### config.mk
export PLATFORM = sky130hd
export DESIGN_NAME = positional_list_engine
export DESIGN_NICKNAME = d
export VERILOG_FILES = /design/src/rtl/ple_pkg.sv /design/src/rtl/ple_ram.sv /design/src/rtl/positional_list_engine.sv
export SDC_FILE = /design/constraint.sdc
export NUM_CORES = 1
export LEC_CHECK = 0
export ABC_CLOCK_PERIOD_IN_PS = 5600
export BUFFER_PORTS_ARGS = -buffer_cell sky130_fd_sc_hd__buf_2
export CAP_MARGIN = 0
export CORE_MARGIN = 2
export CORE_UTILIZATION = 40
export CTS_CLUSTER_DIAMETER = 60
export DETAILED_ROUTE_END_ITERATION = 8
export PLACE_DENSITY = 0.54
export SKIP_LAST_GASP = 1
export SLEW_MARGIN = 40
export SYNTH_ARGS = -nofsm -noshare
export SYNTH_HDL_FRONTEND = slang
export SYNTH_SLANG_ARGS = --single-unit
### constraint.sdc
create_clock -name clk -period 5.6 [get_ports clk]
set_input_delay 0.28 -clock clk [delete_from_list [all_inputs] [get_ports clk]]
set_output_delay 0.28 -clock clk [all_outputs]
set_load 0.005 [all_outputs]
### src/rtl/ple_pkg.sv
// ple_pkg: shared constants and types for the positional list engine
// no dependencies; imported by ple_ram and positional_list_engine
`timescale 1ns / 1ps
`default_nettype none

package ple_pkg;

  localparam int CAPACITY_DEF = 16;
  localparam int DATA_W       = 32;

  // request codes; the two unused codes fall to the error path
  typedef enum logic [2:0] {
    ACT_INSERT   = 3'd0,
    ACT_READ     = 3'd1,
    ACT_UPDATE   = 3'd2,
    ACT_REMOVE   = 3'd3,
    ACT_CONTAINS = 3'd4,
    ACT_FINDMIN  = 3'd5
  } action_t;

endpackage

`default_nettype wire

### src/rtl/ple_ram.sv
// ple_ram: simple dual-port entry store, one write and one registered read port
// depends on ple_pkg for default sizes
`timescale 1ns / 1ps
`default_nettype none

module ple_ram
  import ple_pkg::*;
#(
  parameter int DEPTH = CAPACITY_DEF,
  parameter int WIDTH = DATA_W,
  localparam int AW   = $clog2(DEPTH)
) (
  input  wire logic             clk,
  input  wire logic             we,
  input  wire logic [AW-1:0]    waddr,
  input  wire logic [WIDTH-1:0] wdata,
  input  wire logic             re,
  input  wire logic [AW-1:0]    raddr,
  output logic      [WIDTH-1:0] rdata
);

  logic [WIDTH-1:0] mem [DEPTH];

  always_ff @(posedge clk) begin
    if (we) begin
      mem[waddr] <= wdata;
    end
  end

  always_ff @(posedge clk) begin
    if (re) begin
      rdata <= mem[raddr];
    end
  end

endmodule

`default_nettype wire

### src/rtl/positional_list_engine.sv
// positional_list_engine: bounded ordered list of signed 32-bit values
// depends on ple_pkg and ple_ram (entry store)
//
//  channel | ports                                              | handshake
//  --------+----------------------------------------------------+-------------------------
//  request | start, busy, in_action, in_position, in_value      | beat when start && !busy
//  result  | out_valid, out_data_out, out_index_out, out_found, | one-cycle strobe, no stall
//          | out_status, out_count_out                          |
//
// timing: errors, update, contains on an empty list and insert at the tail answer in the
//   cycle after the beat; read goes through S_READ; insert and remove move one entry per
//   cycle through the single write port of the store; contains and find minimum scan one
//   entry per cycle from the store's read port
// reset: rst_n synchronous active low; clears the fsm, the count and the strobe;
//   the store holds garbage until written and needs no clearing
// stalls: the receiver cannot stall; busy stays high while a request walks the store
`timescale 1ns / 1ps
`default_nettype none

module positional_list_engine
  import ple_pkg::*;
#(
  parameter int CAPACITY = CAPACITY_DEF
) (
  input  wire logic               clk,
  input  wire logic               rst_n,
  // request channel
  input  wire logic               start,
  output logic                    busy,
  input  wire logic [2:0]         in_action,
  input  wire logic [4:0]         in_position,
  input  wire logic signed [31:0] in_value,
  // result channel
  output logic                    out_valid,
  output logic signed [31:0]      out_data_out,
  output logic [3:0]              out_index_out,
  output logic                    out_found,
  output logic                    out_status,
  output logic [4:0]              out_count_out
);

  localparam int AW = $clog2(CAPACITY);       // store index
  localparam int CW = $clog2(CAPACITY + 1);   // count, reaches CAPACITY
  localparam int EW = ((CW > 5) ? CW : 5) + 1; // compare width, room for +2

  // one-hot sequencer states
  typedef enum logic [6:0] {
    S_IDLE     = 7'b0000001,
    S_READ     = 7'b0000010,
    S_SHIFT_UP = 7'b0000100,
    S_INS_FIN  = 7'b0001000,
    S_RM_HEAD  = 7'b0010000,
    S_RM_SHIFT = 7'b0100000,
    S_SCAN     = 7'b1000000
  } state_t;

  state_t          state_r, state_nxt;
  logic [CW-1:0]   count_r, count_nxt;
  logic [AW-1:0]   cur_r, cur_nxt;      // walking index into the store
  logic [AW-1:0]   pos_r, pos_nxt;
  action_t         op_r, op_nxt;
  logic [31:0]     val_r, val_nxt;
  logic [31:0]     data_r, data_nxt;    // value taken out by remove
  logic [31:0]     best_r, best_nxt;    // running minimum
  logic [AW-1:0]   idx_r, idx_nxt;

  logic            ov_r, ov_nxt;
  logic [31:0]     od_r, od_nxt;
  logic [3:0]      oi_r, oi_nxt;
  logic            of_r, of_nxt;
  logic            os_r, os_nxt;
  logic [4:0]      oc_r;

  // store port signals
  logic            mem_we, mem_re;
  logic [AW-1:0]   mem_waddr, mem_raddr;
  logic [31:0]     mem_wdata, mem_rdata;

  logic [EW-1:0]   pos_e, cnt_e, cap_e, cur_e;
  logic            more;
  logic [31:0]     cand_best;
  logic [AW-1:0]   cand_idx;

  ple_ram #(
    .DEPTH (CAPACITY),
    .WIDTH (DATA_W)
  ) u_ram (
    .clk   (clk),
    .we    (mem_we),
    .waddr (mem_waddr),
    .wdata (mem_wdata),
    .re    (mem_re),
    .raddr (mem_raddr),
    .rdata (mem_rdata)
  );

  assign busy = (state_r != S_IDLE);

  assign pos_e = EW'(in_position);
  assign cnt_e = EW'(count_r);
  assign cap_e = EW'(CAPACITY);
  assign cur_e = EW'(cur_r);
  // another entry lies past the current one
  assign more  = (cur_e + EW'(1)) < cnt_e;

  // running minimum with the entry just read; first entry seeds it
  always_comb begin
    if ((cur_r == '0) || ($signed(mem_rdata) < $signed(best_r))) begin
      cand_best = mem_rdata;
      cand_idx  = cur_r;
    end else begin
      cand_best = best_r;
      cand_idx  = idx_r;
    end
  end

  always_comb begin
    state_nxt = state_r;
    count_nxt = count_r;
    cur_nxt   = cur_r;
    pos_nxt   = pos_r;
    op_nxt    = op_r;
    val_nxt   = val_r;
    data_nxt  = data_r;
    best_nxt  = best_r;
    idx_nxt   = idx_r;
    ov_nxt    = 1'b0;
    od_nxt    = '0;
    oi_nxt    = '0;
    of_nxt    = 1'b0;
    os_nxt    = 1'b0;
    mem_we    = 1'b0;
    mem_waddr = cur_r;
    mem_wdata = mem_rdata;
    mem_re    = 1'b0;
    mem_raddr = cur_r;

    case (state_r)
      S_IDLE: begin
        if (start) begin
          op_nxt  = action_t'(in_action);
          pos_nxt = AW'(in_position);
          val_nxt = in_value;
          case (action_t'(in_action))
            ACT_INSERT: begin
              if ((pos_e > cnt_e) || (cnt_e >= cap_e)) begin
                ov_nxt = 1'b1;
                os_nxt = 1'b1;
              end else if (pos_e == cnt_e) begin
                // append at the tail, nothing to move
                mem_we    = 1'b1;
                mem_waddr = AW'(in_position);
                mem_wdata = in_value;
                count_nxt = count_r + CW'(1);
                ov_nxt    = 1'b1;
              end else begin
                // move entries up from the tail, last one first
                mem_re    = 1'b1;
                mem_raddr = AW'(count_r - CW'(1));
                cur_nxt   = AW'(count_r);
                state_nxt = S_SHIFT_UP;
              end
            end
            ACT_READ: begin
              if (pos_e >= cnt_e) begin
                ov_nxt = 1'b1;
                os_nxt = 1'b1;
              end else begin
                mem_re    = 1'b1;
                mem_raddr = AW'(in_position);
                state_nxt = S_READ;
              end
            end
            ACT_UPDATE: begin
              ov_nxt = 1'b1;
              if (pos_e >= cnt_e) begin
                os_nxt = 1'b1;
              end else begin
                mem_we    = 1'b1;
                mem_waddr = AW'(in_position);
                mem_wdata = in_value;
              end
            end
            ACT_REMOVE: begin
              if (pos_e >= cnt_e) begin
                ov_nxt = 1'b1;
                os_nxt = 1'b1;
              end else begin
                mem_re    = 1'b1;
                mem_raddr = AW'(in_position);
                cur_nxt   = AW'(in_position);
                state_nxt = S_RM_HEAD;
              end
            end
            ACT_CONTAINS: begin
              if (count_r == '0) begin
                ov_nxt = 1'b1;
              end else begin
                mem_re    = 1'b1;
                mem_raddr = '0;
                cur_nxt   = '0;
                state_nxt = S_SCAN;
              end
            end
            ACT_FINDMIN: begin
              if (count_r == '0) begin
                ov_nxt = 1'b1;
                os_nxt = 1'b1;
              end else begin
                mem_re    = 1'b1;
                mem_raddr = '0;
                cur_nxt   = '0;
                state_nxt = S_SCAN;
              end
            end
            default: begin
              ov_nxt = 1'b1;
              os_nxt = 1'b1;
            end
          endcase
        end
      end

      S_READ: begin
        ov_nxt    = 1'b1;
        od_nxt    = mem_rdata;
        state_nxt = S_IDLE;
      end

      S_SHIFT_UP: begin
        // entry cur-1 arrives, lands at cur
        mem_we    = 1'b1;
        mem_waddr = cur_r;
        mem_wdata = mem_rdata;
        if (cur_e > (EW'(pos_r) + EW'(1))) begin
          mem_re    = 1'b1;
          mem_raddr = cur_r - AW'(2);
          cur_nxt   = cur_r - AW'(1);
        end else begin
          state_nxt = S_INS_FIN;
        end
      end

      S_INS_FIN: begin
        mem_we    = 1'b1;
        mem_waddr = pos_r;
        mem_wdata = val_r;
        count_nxt = count_r + CW'(1);
        ov_nxt    = 1'b1;
        state_nxt = S_IDLE;
      end

      S_RM_HEAD: begin
        // removed value arrives; start pulling later entries down
        data_nxt = mem_rdata;
        if (more) begin
          mem_re    = 1'b1;
          mem_raddr = cur_r + AW'(1);
          state_nxt = S_RM_SHIFT;
        end else begin
          count_nxt = count_r - CW'(1);
          ov_nxt    = 1'b1;
          od_nxt    = mem_rdata;
          state_nxt = S_IDLE;
        end
      end

      S_RM_SHIFT: begin
        // entry cur+1 arrives, lands at cur
        mem_we    = 1'b1;
        mem_waddr = cur_r;
        mem_wdata = mem_rdata;
        if ((cur_e + EW'(2)) < cnt_e) begin
          mem_re    = 1'b1;
          mem_raddr = cur_r + AW'(2);
          cur_nxt   = cur_r + AW'(1);
        end else begin
          count_nxt = count_r - CW'(1);
          ov_nxt    = 1'b1;
          od_nxt    = data_r;
          state_nxt = S_IDLE;
        end
      end

      S_SCAN: begin
        if (op_r == ACT_CONTAINS) begin
          if (mem_rdata == val_r) begin
            ov_nxt    = 1'b1;
            of_nxt    = 1'b1;
            state_nxt = S_IDLE;
          end else if (more) begin
            mem_re    = 1'b1;
            mem_raddr = cur_r + AW'(1);
            cur_nxt   = cur_r + AW'(1);
          end else begin
            ov_nxt    = 1'b1;
            state_nxt = S_IDLE;
          end
        end else begin
          best_nxt = cand_best;
          idx_nxt  = cand_idx;
          if (more) begin
            mem_re    = 1'b1;
            mem_raddr = cur_r + AW'(1);
            cur_nxt   = cur_r + AW'(1);
          end else begin
            ov_nxt    = 1'b1;
            oi_nxt    = 4'(cand_idx);
            state_nxt = S_IDLE;
          end
        end
      end

      default: begin
        state_nxt = S_IDLE;
      end
    endcase
  end

  // control state
  always_ff @(posedge clk) begin
    if (!rst_n) begin
      state_r <= S_IDLE;
      count_r <= '0;
      ov_r    <= 1'b0;
    end else begin
      state_r <= state_nxt;
      count_r <= count_nxt;
      ov_r    <= ov_nxt;
    end
  end

  // working and result payload, no reset needed
  always_ff @(posedge clk) begin
    cur_r  <= cur_nxt;
    pos_r  <= pos_nxt;
    op_r   <= op_nxt;
    val_r  <= val_nxt;
    data_r <= data_nxt;
    best_r <= best_nxt;
    idx_r  <= idx_nxt;
    od_r   <= od_nxt;
    oi_r   <= oi_nxt;
    of_r   <= of_nxt;
    os_r   <= os_nxt;
    oc_r   <= 5'(count_nxt);
  end

  assign out_valid     = ov_r;
  assign out_data_out  = od_r;
  assign out_index_out = oi_r;
  assign out_found     = of_r;
  assign out_status    = os_r;
  assign out_count_out = oc_r;

endmodule

`default_nettype wire
==> flow_metrics.env <==
export IMPL_htreeDepth=3
export IMPL_routed_wl_um=80300
export IMPL_cts_reportedPaths_clkPinSlew_ps=60
export IMPL_grt_pass1_vias=17000
export IMPL_io_buffers=87
export IMPL_drt_vias_per_instance=5.62
export IMPL_p_int_uw=9730
export IMPL_clk_latency_ps=630
export IMPL_reg2reg_depth=14
export IMPL_worstSetupPathType="reg2reg"
export IMPL_hp_class="in2reg"
export IMPL_layout_cells_non_filler=3119
export IMPL_n_antenna_cell=0
export IMPL_fin_worst_skew_ps=25.0
export IMPL_async_flop_share=0
export IMPL_fin_area_um2=34600
export IMPL_die_w_um=274
export IMPL_ys_ff_latch=711
export IMPL_nets=2193
export IMPL_cts_sinks=711
export IMPL_tightest_slew_ps=840
export IMPL_drv_cap=0
export IMPL_swShare=0.249
export IMPL_place_area_um2=31600
export IMPL_synth_top_area_frac=0.673
export IMPL_yosysUniqueCellTypes=74
export IMPL_cts_tree="done"
export IMPL_rr_startpoint="count_r[4]"
export IMPL_finalHoldViolCount=0
export IMPL_rsz0062_at_grt="no"
export IMPL_antenna_found_initial=2
export IMPL_std_cell_rows=99
export IMPL_synth_edf_count=655
export IMPL_period_minus_slack_ps=4880
export IMPL_slew_headroom=0.439
export IMPL_dieArea_um2=75200
export IMPL_peakVddDrop_mv=0.234
export IMPL_power_frac_seq=0.466
export IMPL_worstSetupStartpointType="flop"
export IMPL_drt_pass1_iterations=5
export IMPL_power_density_nw_per_um2=374
export IMPL_critPathCapture="u_ram.rdata[13]"
export IMPL_status="finished clean"
export IMPL_numCtsBuffers=78
export IMPL_layout_drive_gt1_share=0.160
export IMPL_p_clk_frac=0.400
export IMPL_postCtsSetupBuffers=0
export IMPL_tns_ps=0
export IMPL_grt_overflow=0
export IMPL_drv_slew=0
export IMPL_clockRootBuffer="clkbuf_16"
export IMPL_fmax_ghz=0.205
export IMPL_dpl_cell_count=2935
export IMPL_grt_max_degree=43
export IMPL_yosysSeqAreaShare=0.711
export IMPL_cts_buffer_depth=3
export IMPL_r2r_end="u_ram.rdata[13]"
export IMPL_syn_area_um2=29200
export IMPL_synth_nets=1988
export IMPL_core_um2=72600
export IMPL_pin_count=88
export IMPL_setup_viol=0
export IMPL_ctsHoldBuffers=37
export IMPL_cts_resized=0
export IMPL_drtIter0Drc=1668
export IMPL_synthCells=1889
export IMPL_die_h_um=274
export IMPL_synthToLayoutAreaGrowth_pct=18.5
export IMPL_synth_warnings=0
export IMPL_dp_hpwl_um=47200
export IMPL_detail_route_antenna_nets=0
export IMPL_crit_fanout=20
export IMPL_wire_per_inst_um=25.7
export IMPL_finalWeightedCongestion=0.902
export IMPL_synth_area_top_cells="edfxtp_1 67%, mux2i_1 8.8%, dfxtp_1 3.8%"
export IMPL_ys_top_cells_by_count="655 x edfxtp_1, 257 x mux2i_1, 134 x o22ai_1"
export IMPL_end_kind="flop"
export IMPL_fin_util=0.477
export IMPL_syn_avg_cell_area_um2=15.5
export IMPL_start_util=0.403
export IMPL_p_leak_uw=0.0129
export IMPL_route_detailed_drc=0
export IMPL_cp_required_ps=5970
export IMPL_power_switching_uw=3230
export IMPL_period_share=0.872
export IMPL_arrival_ps=5250
export IMPL_min_from="in_action[0]"
export IMPL_synthFlopType="edfxtp_1"
export IMPL_post_synth_top_count_cell="edfxtp_1"
export IMPL_critPathLaunch="count_r[4]"
export IMPL_num_vias=17500
export IMPL_grt_pass1_wl_um=116000
export IMPL_rrSetupSlack_ps=720
export IMPL_track_usage=0.212
export IMPL_hold_slack_ps=43.6
export IMPL_yosysTopAreaCell="edfxtp_1"
export IMPL_comb_power_share=0.134
## critical path, stage by stage (launching register included)
cell and delay (ps):
dfxtp_1 520, inv_1 300, ha_1 390, a21oi_1 270, o221ai_2 270, o21ai_0 250
buf_4 170, nand2_1 50, o31ai_1 360, or2_2 190, o311a_4 440, buf_4 420
mux2i_1 320, o22ai_1 120, or4_1 520
## power by group through the flow
stage | combinational, uW | clock (uW) | sequential, uW
floorplan | 1140 | 0 | 6120
global placement | 1690 | 0 | 6140
detailed placement | 1710 | 0 | 6140
CTS | 1730 | 5270 | 6030
global route | 1850 | 5500 | 6040
finish | 1730 | 5190 | 6030
## cell type report
type / count / area (um^2)
multi-input combinational: 1038 / 7950
inverter: 54 / 203
sequential: 711 / 20800
tap: 959 / 1200
fill: 6266 / 38000
clock inverter: 40 / 389
clock buffer: 106 / 2240
timing repair buffer: 211 / 1840
## cell families (layout without fill, tap and decap cells)
family                   Yosys count  count (layout)  synth area share
buffers and inverters            140             411            0.0234
XOR/XNOR                          45              45            0.0135
multiplexers                     259             259            0.0888
AO/OA/AOI/OAI                    342             342            0.0797
AND/OR/NAND/NOR                  336             336            0.0592
flip-flops                       711             711             0.711
adder cells (fa/ha/maj)           56              56            0.0240
## cell usage in the layout, fill, tap and decap left out, drive strengths merged, types with 10 or more instances in the layout
master / netlist / final
o22ai: 134 / 134
xnor2: 12 / 12
a21oi: 41 / 41
or4: 34 / 34
buf: 52 / 174
inv: 54 / 59
nand3: 21 / 21
clkinv: 0 / 30
dfxtp: 56 / 56
clkbuf: 34 / 106
ha: 56 / 56
nor3: 15 / 15
a22oi: 38 / 38
xor2: 33 / 33
nand2b: 11 / 11
dlygate4sd3: 0 / 37
nor2b: 14 / 14
nand4: 12 / 12
mux2i: 257 / 257
a21o: 10 / 10
edfxtp: 655 / 655
a22o: 32 / 32
o21ai: 29 / 29
nand2: 112 / 112
nor4: 14 / 14
and2: 11 / 11
nor2: 71 / 71
## how the worst min path moves through the flow
stage,to,cells after the start,slack (ps)
after floorplan,op_r[0],0,380
after global placement,out_data_out[9],1,450
after detailed placement,out_data_out[9],1,440
after CTS,op_r[0],1,4
after global routing,op_r[0],1,20
final,op_r[0],1,40
## metal layers
metal	vias up	part of all wire	track usage
met5	-	0	0
met4	0	0.018	0.0559
met3	101	0.058	0.0277
met2	569	0.47	0.341
met1	9014	0.45	0.305
li1	7856	-	-
## sequential cells by signal, summed over array words and instances (netlist names)
| register | count |
|---|---|
| u_ram.mem | 512 |
| idx_r | 4 |
| out_data_out | 32 |
| val_r | 32 |
| state_r | 7 |
| out_index_out | 4 |
| out_found | 1 |
| cur_r | 4 |
| count_r | 5 |
| best_r | 32 |
| op_r | 3 |
| u_ram.rdata | 32 |
| pos_r | 4 |
| out_count_out | 5 |
| out_valid | 1 |
| out_status | 1 |
| data_r | 32 |
## stage by stage
| stage | setup slack (ps) | total power [uW] |
|---|---|---|
| final | 716 | 13000 |
| after global routing | 443 | 13400 |
| after CTS | 825 | 13000 |
| after detailed placement | 820 | 7850 |
| after global placement | 843 | 7830 |
| after floorplan | 651 | 7260 |
Power figures use the tool's default switching activity.
